**src/hw/rtl/bpc_pkg.sv**
```systemverilog
`default_nettype none
// ----------------------------------------------------------------------------
// bpc_pkg
// Shared types and constants of the button press classifier.
// ----------------------------------------------------------------------------
package bpc_pkg;

    localparam int TIME_W      = 32;
    localparam int DUR_W       = 16;
    localparam int CFG_INDEX_W = 8;
    localparam int CFG_DATA_W  = 16;

    typedef enum logic [1:0] {
        ST_IDLE     = 2'd0,
        ST_DEBOUNCE = 2'd1,
        ST_PRESSED  = 2'd2,
        ST_HOLDING  = 2'd3
    } state_t;

    typedef enum logic [1:0] {
        EV_NONE    = 2'd0,
        EV_SHORT   = 2'd1,
        EV_LONG    = 2'd2,
        EV_HOLDING = 2'd3
    } event_t;

    localparam logic FUNC_UPDATE = 1'b0;
    localparam logic FUNC_FETCH  = 1'b1;

    localparam logic [CFG_INDEX_W-1:0] REG_ACTIVE_LEVEL    = 8'd0;
    localparam logic [CFG_INDEX_W-1:0] REG_DEBOUNCE_TIME   = 8'd1;
    localparam logic [CFG_INDEX_W-1:0] REG_LONG_PRESS_TIME = 8'd2;
    localparam logic [CFG_INDEX_W-1:0] REG_REPEAT_INTERVAL = 8'd3;

    localparam logic             RST_ACTIVE_LEVEL    = 1'b0;
    localparam logic [DUR_W-1:0] RST_DEBOUNCE_TIME   = 16'd20;
    localparam logic [DUR_W-1:0] RST_LONG_PRESS_TIME = 16'd800;
    localparam logic [DUR_W-1:0] RST_REPEAT_INTERVAL = 16'd100;

    typedef struct packed {
        logic             active_level;
        logic [DUR_W-1:0] debounce_time;
        logic [DUR_W-1:0] long_press_time;
        logic [DUR_W-1:0] repeat_interval;
    } cfg_t;

endpackage
`default_nettype wire

```
**src/hw/rtl/button_press_classifier_top.sv**
```systemverilog
`default_nettype none
// ----------------------------------------------------------------------------
// button_press_classifier_top
// Debounce, long-press and repeat classifier for one push button.
// ----------------------------------------------------------------------------
// Path: an accepted item is held in the input register, then its result is
//   stored in the result register once that register is free.
// Throughput: one item per cycle while m_ready is high; the state update is
//   a 32-bit subtract and compare between the input and result registers.
// Reset: synchronous, active low; state idle, timers zero, no event latched,
//   registers at active_level 0, debounce 20, long press 800, repeat 100.
// ----------------------------------------------------------------------------
module button_press_classifier_top (
    input  wire logic                             aclk,
    input  wire logic                             aresetn,
    input  wire logic                             s_valid,
    output logic                                  s_ready,
    input  wire logic                             s_func,
    input  wire logic                             s_pin_level,
    input  wire logic [bpc_pkg::TIME_W-1:0]       s_now_ms,
    output logic                                  m_valid,
    input  wire logic                             m_ready,
    output logic [1:0]                            m_event_code,
    output logic [1:0]                            m_press_state,
    input  wire logic                             cfg_valid,
    output logic                                  cfg_ready,
    input  wire logic [bpc_pkg::CFG_INDEX_W-1:0]  cfg_index,
    input  wire logic [bpc_pkg::CFG_DATA_W-1:0]   cfg_data
);

    bpc_pkg::cfg_t               cfg;
    logic                        in_valid_reg;
    logic                        in_func_reg;
    logic                        in_pin_reg;
    logic [bpc_pkg::TIME_W-1:0]  in_now_reg;
    logic                        out_valid_reg, out_valid_next;
    logic [1:0]                  out_event_reg;
    logic [1:0]                  out_state_reg;
    logic                        step_en;
    logic                        in_load;
    logic [1:0]                  event_code;
    logic [1:0]                  press_state;

    bpc_cfg_regs u_cfg (
        .aclk      (aclk),
        .aresetn   (aresetn),
        .cfg_valid (cfg_valid),
        .cfg_ready (cfg_ready),
        .cfg_index (cfg_index),
        .cfg_data  (cfg_data),
        .cfg       (cfg)
    );

    bpc_classify u_classify (
        .aclk        (aclk),
        .aresetn     (aresetn),
        .step_en     (step_en),
        .func        (in_func_reg),
        .pin_level   (in_pin_reg),
        .now_ms      (in_now_reg),
        .cfg         (cfg),
        .event_code  (event_code),
        .press_state (press_state)
    );

    // advance the held item when the result register is free
    assign step_en = in_valid_reg && (!out_valid_reg || m_ready);
    assign s_ready = !in_valid_reg || step_en;
    assign in_load = s_valid && s_ready;

    always_comb begin
        out_valid_next = out_valid_reg;
        if (step_en)      out_valid_next = 1'b1;
        else if (m_ready) out_valid_next = 1'b0;
    end

    always_ff @(posedge aclk) begin
        if (!aresetn) begin
            in_valid_reg  <= 1'b0;
            out_valid_reg <= 1'b0;
        end else begin
            in_valid_reg  <= in_load || (in_valid_reg && !step_en);
            out_valid_reg <= out_valid_next;
        end
    end

    always_ff @(posedge aclk) begin
        if (in_load) begin
            in_func_reg <= s_func;
            in_pin_reg  <= s_pin_level;
            in_now_reg  <= s_now_ms;
        end
        if (step_en) begin
            out_event_reg <= event_code;
            out_state_reg <= press_state;
        end
    end

    assign m_valid       = out_valid_reg;
    assign m_event_code  = out_event_reg;
    assign m_press_state = out_state_reg;

endmodule
`default_nettype wire

```
**src/hw/rtl/bpc_cfg_regs.sv**
```systemverilog
`default_nettype none
// ----------------------------------------------------------------------------
// bpc_cfg_regs
// Configuration register file; writes to unknown indexes are dropped.
// ----------------------------------------------------------------------------
module bpc_cfg_regs (
    input  wire logic                             aclk,
    input  wire logic                             aresetn,
    input  wire logic                             cfg_valid,
    output logic                                  cfg_ready,
    input  wire logic [bpc_pkg::CFG_INDEX_W-1:0]  cfg_index,
    input  wire logic [bpc_pkg::CFG_DATA_W-1:0]   cfg_data,
    output bpc_pkg::cfg_t                         cfg
);

    bpc_pkg::cfg_t cfg_reg;
    bpc_pkg::cfg_t cfg_next;

    assign cfg_ready = 1'b1;
    assign cfg       = cfg_reg;

    always_comb begin
        cfg_next = cfg_reg;
        if (cfg_valid) begin
            unique case (cfg_index)
                bpc_pkg::REG_ACTIVE_LEVEL:    cfg_next.active_level    = cfg_data[0];
                bpc_pkg::REG_DEBOUNCE_TIME:   cfg_next.debounce_time   = cfg_data;
                bpc_pkg::REG_LONG_PRESS_TIME: cfg_next.long_press_time = cfg_data;
                bpc_pkg::REG_REPEAT_INTERVAL: cfg_next.repeat_interval = cfg_data;
                default: ;
            endcase
        end
    end

    always_ff @(posedge aclk) begin
        if (!aresetn) begin
            cfg_reg.active_level    <= bpc_pkg::RST_ACTIVE_LEVEL;
            cfg_reg.debounce_time   <= bpc_pkg::RST_DEBOUNCE_TIME;
            cfg_reg.long_press_time <= bpc_pkg::RST_LONG_PRESS_TIME;
            cfg_reg.repeat_interval <= bpc_pkg::RST_REPEAT_INTERVAL;
        end else begin
            cfg_reg <= cfg_next;
        end
    end

endmodule
`default_nettype wire

```
**src/hw/rtl/bpc_classify.sv**
```systemverilog
`default_nettype none
// ----------------------------------------------------------------------------
// bpc_classify
// Press state machine, phase timers and latched event.
// ----------------------------------------------------------------------------
module bpc_classify (
    input  wire logic                         aclk,
    input  wire logic                         aresetn,
    input  wire logic                         step_en,
    input  wire logic                         func,
    input  wire logic                         pin_level,
    input  wire logic [bpc_pkg::TIME_W-1:0]   now_ms,
    input  wire bpc_pkg::cfg_t                cfg,
    output logic [1:0]                        event_code,
    output logic [1:0]                        press_state
);

    bpc_pkg::state_t             state_reg,   state_next;
    bpc_pkg::event_t             pending_reg, pending_next;
    logic [bpc_pkg::TIME_W-1:0]  phase_reg,   phase_next;
    logic [bpc_pkg::TIME_W-1:0]  repeat_reg,  repeat_next;
    logic [bpc_pkg::TIME_W-1:0]  phase_elapsed;
    logic [bpc_pkg::TIME_W-1:0]  repeat_elapsed;
    logic                        pressed;
    logic                        update;
    logic                        debounce_done;
    logic                        long_done;
    logic                        repeat_done;

    assign pressed        = (pin_level == cfg.active_level);
    assign update         = step_en && (func == bpc_pkg::FUNC_UPDATE);
    assign phase_elapsed  = now_ms - phase_reg;
    assign repeat_elapsed = now_ms - repeat_reg;
    assign debounce_done  = phase_elapsed >=
                            {{(bpc_pkg::TIME_W-bpc_pkg::DUR_W){1'b0}}, cfg.debounce_time};
    assign long_done      = phase_elapsed >=
                            {{(bpc_pkg::TIME_W-bpc_pkg::DUR_W){1'b0}}, cfg.long_press_time};
    assign repeat_done    = repeat_elapsed >=
                            {{(bpc_pkg::TIME_W-bpc_pkg::DUR_W){1'b0}}, cfg.repeat_interval};

    // next state
    always_comb begin
        state_next = state_reg;
        if (update) begin
            unique case (state_reg)
                bpc_pkg::ST_IDLE: begin
                    if (pressed) state_next = bpc_pkg::ST_DEBOUNCE;
                end
                bpc_pkg::ST_DEBOUNCE: begin
                    if (!pressed)          state_next = bpc_pkg::ST_IDLE;
                    else if (debounce_done) state_next = bpc_pkg::ST_PRESSED;
                end
                bpc_pkg::ST_PRESSED: begin
                    if (!pressed)      state_next = bpc_pkg::ST_IDLE;
                    else if (long_done) state_next = bpc_pkg::ST_HOLDING;
                end
                bpc_pkg::ST_HOLDING: begin
                    if (!pressed) state_next = bpc_pkg::ST_IDLE;
                end
                default: state_next = bpc_pkg::ST_IDLE;
            endcase
        end
    end

    // outputs, timers and latched event
    always_comb begin
        phase_next   = phase_reg;
        repeat_next  = repeat_reg;
        pending_next = pending_reg;
        event_code   = bpc_pkg::EV_NONE;
        if (step_en && (func == bpc_pkg::FUNC_FETCH)) begin
            event_code   = pending_reg;
            pending_next = bpc_pkg::EV_NONE;
        end else if (update) begin
            unique case (state_reg)
                bpc_pkg::ST_IDLE: begin
                    if (pressed) phase_next = now_ms;
                end
                bpc_pkg::ST_DEBOUNCE: begin
                    if (pressed && debounce_done) phase_next = now_ms;
                end
                bpc_pkg::ST_PRESSED: begin
                    if (!pressed) begin
                        pending_next = bpc_pkg::EV_SHORT;
                    end else if (long_done) begin
                        pending_next = bpc_pkg::EV_LONG;
                        repeat_next  = now_ms;
                    end
                end
                bpc_pkg::ST_HOLDING: begin
                    if (pressed && repeat_done) begin
                        pending_next = bpc_pkg::EV_HOLDING;
                        repeat_next  = now_ms;
                    end
                end
                default: ;
            endcase
        end
    end

    assign press_state = state_next;

    always_ff @(posedge aclk) begin
        if (!aresetn) begin
            state_reg   <= bpc_pkg::ST_IDLE;
            pending_reg <= bpc_pkg::EV_NONE;
            phase_reg   <= '0;
            repeat_reg  <= '0;
        end else begin
            state_reg   <= state_next;
            pending_reg <= pending_next;
            phase_reg   <= phase_next;
            repeat_reg  <= repeat_next;
        end
    end

`ifndef ASSERT_OFF
    a_idle_exit: assert property (@(posedge aclk) disable iff (!aresetn)
        state_reg == bpc_pkg::ST_IDLE |=>
            (state_reg == bpc_pkg::ST_IDLE || state_reg == bpc_pkg::ST_DEBOUNCE))
        else $error("idle left for a state other than debounce");

    a_fetch_clears: assert property (@(posedge aclk) disable iff (!aresetn)
        step_en && func == bpc_pkg::FUNC_FETCH |=> pending_reg == bpc_pkg::EV_NONE)
        else $error("latched event survived a fetch");

    a_fetch_holds_state: assert property (@(posedge aclk) disable iff (!aresetn)
        step_en && func == bpc_pkg::FUNC_FETCH |=> $stable(state_reg))
        else $error("fetch moved the state machine");

    a_long_into_holding: assert property (@(posedge aclk) disable iff (!aresetn)
        state_reg == bpc_pkg::ST_PRESSED ##1 state_reg == bpc_pkg::ST_HOLDING |->
            pending_reg == bpc_pkg::EV_LONG)
        else $error("holding entered without a long press event");
`endif

endmodule
`default_nettype wire
```
**config.mk**
```make
export PLATFORM = sky130hd
export DESIGN_NAME = button_press_classifier_top
export DESIGN_NICKNAME = d
export VERILOG_FILES = /design/src/hw/rtl/bpc_pkg.sv /design/src/hw/rtl/button_press_classifier_top.sv /design/src/hw/rtl/bpc_cfg_regs.sv /design/src/hw/rtl/bpc_classify.sv
export SDC_FILE = /design/constraint.sdc
export NUM_CORES = 1
export LEC_CHECK = 0
export ABC_CLOCK_PERIOD_IN_PS = 4650
export BUFFER_PORTS_ARGS = -buffer_cell sky130_fd_sc_hd__buf_2
export CAP_MARGIN = 25
export CORE_UTILIZATION = 45
export CTS_BUF_LIST = sky130_fd_sc_hd__clkbuf_8
export DETAILED_ROUTE_END_ITERATION = 12
export GPL_TIMING_DRIVEN = 0
export SLEW_MARGIN = 20
export SYNTH_ARGS = -nofsm -noshare
export SYNTH_HDL_FRONTEND = slang
export SYNTH_SLANG_ARGS = --single-unit
```
**constraint.sdc**
```tcl
create_clock -name aclk -period 4.65 [get_ports aclk]
set_input_delay 1.1625 -clock aclk [delete_from_list [all_inputs] [get_ports aclk]]
set_output_delay 1.1625 -clock aclk [all_outputs]
set_load 0.01 [all_outputs]
```
==> results of run 1 <==
## cells in the mapped netlist (23+ instances only)
cell / count
o21ai_0: 82
a21o_1: 28
nor2_1: 77
inv_1: 123
edfxtp_1: 38
nand3_1: 47
nand4_1: 26
xnor2_1: 23
mux2i_1: 68
dfxtp_1: 119
xor2_1: 23
nand2_1: 181
clkbuf_1: 49
ha_1: 110
a21oi_1: 123
## how the worst min path moves through the flow
stage,depth (start not counted),from,end
2_1_floorplan,2,u_classify.repeat_reg[10],u_classify.repeat_reg[10]
3_3_place_gp,2,u_classify.repeat_reg[18],u_classify.repeat_reg[18]
3_5_place_dp,2,u_cfg.cfg[30],u_cfg.cfg[30]
4_1_cts,2,u_cfg.cfg[30],u_cfg.cfg[30]
5_1_grt,2,u_classify.repeat_reg[15],u_classify.repeat_reg[15]
6_report,2,u_cfg.cfg[30],u_cfg.cfg[30]
## per-layer routing
layer	routed length, um	up-vias
li1	-	5015
met1	15000	4635
met2	13300	246
met3	1250	29
met4	575	0
met5	0	-
## layout make-up
class                   instances  area [um2]  share of cell area, %
clock buffers                  17         234                   1.84
plain buffers                  60         323                   2.54
multi-input cells            1002        6920                   54.5
clock inverters                15         168                   1.32
well taps                     324         405                   3.20
inverters                     124         465                   3.67
repair buffers                100         652                   5.14
flip-flops and latches        157        3520                   27.8
## cell usage in the layout (no fill, tap or decap), types with 5 or more instances in the layout
| cell | count |
|---|---|
| o21a_1 | 7 |
| or3_1 | 9 |
| buf_4 | 28 |
| nand2b_1 | 12 |
| nor2_1 | 77 |
| a21oi_2 | 8 |
| and2_1 | 7 |
| and3_1 | 8 |
| o21ai_0 | 75 |
| nand2_1 | 181 |
| a21o_1 | 28 |
| edfxtp_1 | 38 |
| nor4_1 | 6 |
| dfxtp_1 | 119 |
| nand4_1 | 26 |
| o21ai_1 | 10 |
| clkbuf_8 | 17 |
| a211oi_1 | 8 |
| nor3_1 | 10 |
| xnor2_1 | 22 |
| o211ai_1 | 20 |
| nand3_1 | 46 |
| mux2i_1 | 68 |
| ha_1 | 105 |
| o21bai_1 | 5 |
| clkbuf_1 | 41 |
| buf_2 | 72 |
| xor2_1 | 23 |
| inv_1 | 123 |
| a21oi_1 | 118 |
| clkbuf_2 | 5 |
| a31oi_1 | 11 |
| nor2b_1 | 13 |
## what timing repair did
action	in CTS	in global routing
pin swaps	14	15
resized for setup	27	26
buffers inserted	23	6
gates cloned	1	2
endpoints found under the setup margin	68	67
## power breakdown
part | leakage (nW) | total, mW | switching (mW) | internal, mW
registers | 1.33 | 1.46 | 0.0343 | 1.43
logic | 3.42 | 0.707 | 0.424 | 0.283
clock network | 0.201 | 1.08 | 0.594 | 0.488
total | 4.95 | 3.25 | 1.05 | 2.20
## cell families (layout without fill, tap and decap cells)
group | count (synthesis) | count (layout) | synth area share [%]
muxes | 68 | 68 | 6.14
AOI/OAI and AO/OA | 358 | 358 | 21.0
adders and majority gates | 112 | 112 | 12.8
other | 1 | 1 | 0.0338
DFF | 157 | 157 | 31.8
and+or+nand+nor | 417 | 417 | 17.4
xor gates and xnor gates | 46 | 46 | 3.64
buffers and inverters | 189 | 316 | 7.18
## critical path, cell delays in order (launching register included)
cell	delay (ns)
edfxtp_1	0.50
inv_2	0.13
ha_4	0.14
inv_2	0.03
fa_2	0.34
a211oi_2	0.23
o211ai_1	0.18
a21oi_2	0.28
o21bai_2	0.11
xor2_1	0.15
ha_1	0.30
nor2b_1	0.13
o21ai_1	0.11
o211ai_1	0.13
a2111o_1	0.30
a311oi_1	0.21
nand4_1	0.19
o41ai_4	0.50
nor3b_2	0.15
buf_6	0.21
clkbuf_16	0.17
mux2i_1	0.11
## per-stage QoR
| stage | utilization, % | instance area (um2) | TNS (ns) |
|---|---|---|---|
| 2_1_floorplan | - | 11100 | 0 |
| 3_3_place_gp | 48.8 | 11800 | -30.32 |
| 3_5_place_dp | 48.9 | 11800 | -30.90 |
| 4_1_cts | 51.7 | 12500 | -0.0207 |
| 5_1_grt | 52.3 | 12700 | -7.68 |
| 6_report | 52.3 | 12700 | -1.99 |
==> impl_metrics.py, run 1 <==
metrics = {
    "outcome": {
        "outcome": "complete, but fails checks",
        "violations": "setup timing",
    },
    "floorplanning": {
        "dieArea_um2": 25300,
        "rows": 57,
        "boundaryPins": 70,
        "core_area_um2": 24200,
        "die_w_um": 159,
        "initial_utilization_pct": 45.7,
        "die_h_um": 159,
    },
    "power_and_ir_drop": {
        "leakage_nw": 4.95,
        "peakVddDrop_uv": 146,
        "fin_total_pwr_mw": 3.25,
        "power_density_nw_per_um2": 256,
    },
    "timing": {
        "max_freq_mhz": 211,
        "slew_headroom_pct": 30.9,
        "slew_viol_final": 0,
        "fin_worst_skew_ns": 0.0172,
        "setup_ws_ns": -0.0839,
        "rsz0062_at_grt": "yes",
        "worstMarginPinSlew_ns": 1.01,
        "timing.hold.ws_ns": 0.456,
        "period_minus_slack_ns": 4.73,
        "final-hold-violation-count": 0,
        "setup_viol": 31,
        "post-route-period-util_pct": 102,
    },
    "yosys": {
        "synthCells": 1348,
        "yosysSeqAreaShare_pct": 31.8,
        "synth_nets": 1523,
        "syn_area_per_cell_um2": 8.22,
        "yosysUniqueCellTypes": 80,
        "synth_seq_cells": 157,
        "async_reset_ff_share_pct": 0,
        "ys.flop_type": "dfxtp_1",
        "synth_top_area_share_pct": 21.5,
        "synth_edf_count": 38,
        "synth.area.top_cells": "dfxtp_1 (22%), ha_1 (12%), edfxtp_1 (10%)",
        "yosys_warnings": 0,
        "synth_top_area_cell": "dfxtp_1",
        "netlist_area_um2": 11100,
    },
    "placed_design": {
        "post-place-ws_ns": -0.718,
        "port_buffers": 68,
        "dp.final_hpwl_mm": 23.2,
        "globalplace.congestion": 0.950,
        "place_inst": 1741,
    },
    "cells_and_area": {
        "layout-drive-gt1-share_pct": 13.9,
        "largest_reg_flops": 49,
        "num-fill-cells": 2444,
        "fin_nets": 1637,
        "final_cells": 1799,
        "antenna_cells": 0,
        "syn2layout_area_growth_pct": 14.5,
    },
    "global_routing": {
        "gr-total-overflow": 0,
        "grt_use_total_pct": 23.8,
        "use_met2_pct": 38.2,
        "grt_pass1_wl_mm": 47.7,
        "gr-usage-met3_pct": 3.71,
        "busiest_layer": "met2",
        "antenna_found_initial": 0,
        "use_met1_pct": 33.0,
        "grt_pass1_vias": 9354,
        "grt_max_degree": 33,
    },
    "worst_setup_path": {
        "r2r-end": "u_classify.repeat_reg[14]",
        "regToRegStartpoint": "in_now_reg[0]",
        "r2r_cells": 21,
        "endpoint_kind": "flop",
        "crit_path_start": "in_now_reg[0]",
        "critPathLaunchType": "flop",
        "crit_end": "u_classify.repeat_reg[14]",
        "rrSetupSlack_ns": -0.08,
        "critPathMaxFanout": 8,
        "worstPathArrival_ns": 5.09,
        "crit_required_ns": 5.00,
        "critical_path_class": "reg2reg",
    },
    "hold_path": {
        "holdCritPathClass": "reg2reg",
    },
    "clock_tree": {
        "ctsHoldBuffers": 0,
        "numCtsBuffers": 17,
        "clk_latency_ns": 0.47,
        "clockRootBuffer": "clkbuf_8",
        "path_clk_slew_ns": 0.09,
        "clock_sinks": 157,
        "htreeDepth": 4,
        "cts_buffer_depth": 2,
        "cts_tree": "done",
    },
    "detailed_routing": {
        "vias_per_cell": 5.52,
        "wl_mm": 30.1,
        "wl_per_cell_um": 16.7,
        "via_count": 9925,
        "drtAntennaViolNets": 0,
        "drt_iter0_markers": 717,
        "drc": 0,
        "dr.pass1.iters": 7,
    },
    "flow_run": {
        "maxCapViolations": 0,
    },
}
Power figures use the tool's default switching activity.
==> inputs of run 2 (changes only) <==
--- a/config.mk
+++ b/config.mk
@@ -12,6 +12,7 @@
 export CTS_BUF_LIST = sky130_fd_sc_hd__clkbuf_8
 export DETAILED_ROUTE_END_ITERATION = 12
 export GPL_TIMING_DRIVEN = 0
+export RECOVER_POWER = 100
 export SLEW_MARGIN = 20
 export SYNTH_ARGS = -nofsm -noshare
 export SYNTH_HDL_FRONTEND = slang
==> run 2 against run 1 <==
The flow finishes with violations (capacitance limit, slew limit, setup timing); sequential cell count did not move; highest routed layer unchanged; clock skew barely moved; global-route usage did not move; die area did not move; critical endpoint unchanged.
==> impl_metrics.py, run 2 (synthesized netlist as in run 1, its figures left out) <==
metrics = {
    "outcome": {
        "outcome": "complete, but fails checks",
        "violations": "capacitance limit, slew limit, setup timing",
    },
    "cells_and_area": {
        "antenna_cells": 0,
        "syn2layout_area_growth_pct": 14.2,
        "fin_area_um2": 12700,
        "final_common_cell": "nand2_1",
        "postLayoutCoreUtil_pct": 52.2,
        "multiInputGateArea_um2": 6910,
        "largest_reg_flops": 49,
        "fin_nets": 1637,
        "layout-drive-gt1-share_pct": 13.3,
        "layout_common_cells": "nand2_1 (181), inv_1 (123), a21oi_1 (119), dfxtp_1 (119), ha_1 (105)",
        "num-fill-cells": 2449,
        "seqCellArea_um2": 3520,
    },
    "timing": {
        "final-hold-violation-count": 0,
        "timing.hold.ws_ns": 0.456,
        "setup_viol": 31,
        "slew_headroom_pct": -26.9,
        "post-route-period-util_pct": 102,
        "rsz0062_at_grt": "yes",
        "tns_ns": -1.98,
        "max_freq_mhz": 211,
        "fin_worst_skew_ns": 0.0173,
        "worstMarginPinSlew_ns": 1.90,
        "setup_ws_ns": -0.0833,
        "period_minus_slack_ns": 4.73,
        "slew_viol_final": 33,
    },
    "power_and_ir_drop": {
        "power_density_nw_per_um2": 256,
        "peakVddDrop_uv": 146,
        "leakage_nw": 4.92,
    },
    "clock_tree": {
        "clockRootBuffer": "clkbuf_8",
        "cts_tree": "done",
        "numCtsBuffers": 17,
        "clock_sinks": 157,
        "ctsHoldBuffers": 0,
        "cts_buffer_depth": 2,
        "path_clk_slew_ns": 0.09,
        "clk_latency_ns": 0.46,
        "htreeDepth": 4,
    },
    "flow_run": {
        "maxCapViolations": 1,
    },
    "worst_setup_path": {
        "path_cells": "inv_2, ha_4, inv_2, fa_2, a211oi_2, o211ai_1, a21oi_2, o21bai_2, xor2_1, ha_1, nor2b_1, o21ai_1, o211ai_1, a2111o_1, a311oi_1, nand4_1, o41ai_4, nor3b_2, buf_6, clkbuf_16, mux2i_1",
        "crit_required_ns": 5.00,
        "critPathLaunchType": "flop",
        "max_stage_delay_ns": 0.50,
        "r2r_cells": 21,
        "crit_slowest_cell": "edfxtp_1",
        "crit_path_start": "in_now_reg[0]",
        "regToRegStartpoint": "in_now_reg[0]",
        "endpoint_kind": "flop",
        "rrSetupSlack_ns": -0.08,
        "critical_path_class": "reg2reg",
        "critPathMaxFanout": 8,
        "worstPathArrival_ns": 5.09,
        "r2r-end": "u_classify.repeat_reg[14]",
    },
    "detailed_routing": {
        "wl_per_cell_um": 16.7,
        "via_count": 9920,
        "drc": 0,
        "dr.pass1.iters": 8,
        "vias_per_cell": 5.51,
        "drt_iter0_markers": 675,
        "drtAntennaViolNets": 0,
        "wl_mm": 30.0,
    },
    "placed_design": {
        "globalplace.congestion": 0.950,
        "place_area_um2": 11800,
        "port_buffers": 68,
        "dp.final_hpwl_mm": 23.2,
        "post-place-ws_ns": -0.718,
    },
    "floorplanning": {
        "dieArea_um2": 25300,
        "core_area_um2": 24200,
        "rows": 57,
        "die_h_um": 159,
        "initial_utilization_pct": 45.7,
        "die_w_um": 159,
        "boundaryPins": 70,
    },
    "global_routing": {
        "antenna_found_initial": 0,
        "gr-total-overflow": 0,
        "grt_pass1_wl_mm": 47.7,
        "grt_pass1_vias": 9354,
        "grt_max_degree": 33,
        "grt_use_total_pct": 23.8,
    },
    "hold_path": {
        "hp-start": "u_cfg.cfg[30]",
        "holdCritPathClass": "reg2reg",
        "hold_depth": 2,
        "whs_endpoint": "u_cfg.cfg[30]",
    },
}
[run 2: how the worst max path moves through the flow]
| stage | end | slack [ns] | depth (start not counted) |
|---|---|---|---|
| after CTS | u_classify.repeat_reg[20] | -0.02 | 21 |
| after global placement | u_classify.repeat_reg[23] | -0.70 | 21 |
| after global routing | u_classify.repeat_reg[12] | -0.26 | 22 |
| final | u_classify.repeat_reg[14] | -0.08 | 21 |
| after floorplan | u_classify.repeat_reg[1] | 0.28 | 21 |
| after detailed placement | u_classify.repeat_reg[27] | -0.72 | 21 |
[run 2: routing by layer]
metal | vias to the layer above | part of all wire [%] | GRT usage, %
li1 | 5012 | - | -
met1 | 4617 | 50 | 33.0
met2 | 260 | 44 | 38.2
met3 | 31 | 4.4 | 3.71
met4 | 0 | 1.9 | 6.99
met5 | - | 0 | 0
[run 2: timing repair]
action                     4_1_cts  5_1_grt
pin swaps                       14       15
setup endpoints to repair       68       67
gates resized for setup         27       26
gates cloned                     1        2
buffers inserted                23        6
[run 2: power breakdown]
| part | switching [mW] | internal [mW] | leakage, nW |
|---|---|---|---|
| sequential | 0.0343 | 1.43 | 1.33 |
| clock | 0.591 | 0.489 | 0.201 |
| combinational | 0.423 | 0.280 | 3.39 |
[run 2: through the flow]
stage | cells | power (mW)
3_5_place_dp | 1741 | 2.14
2_1_floorplan | 1348 | 1.94
6_report | 1799 | 3.24
3_3_place_gp | 1740 | 2.13
5_1_grt | 1799 | 3.41
4_1_cts | 1794 | 3.25
[run 2: layout make-up]
class                   count  share of cell area, %
multi-input cells        1002                   54.6
flip-flops and latches    157                   27.8
repair buffers            100                   4.96
inverters                 124                   3.68
well taps                 324                   3.20
plain buffers              60                   2.55
clock buffers              17                   1.85
clock inverters            15                   1.32
[run 2: worst max-delay path, delay by kind of cell, from the launching register on]
kind                     cells  cell delay [ns]
multiplexers                 1             0.11
AND/OR/NAND/NOR              3             0.47
XOR/XNOR                     1             0.15
buffers and inverters        4             0.54
flip-flops                   1             0.50
AO/OA/AOI/OAI                9             2.05
adder cells (fa/ha/maj)      3             0.78
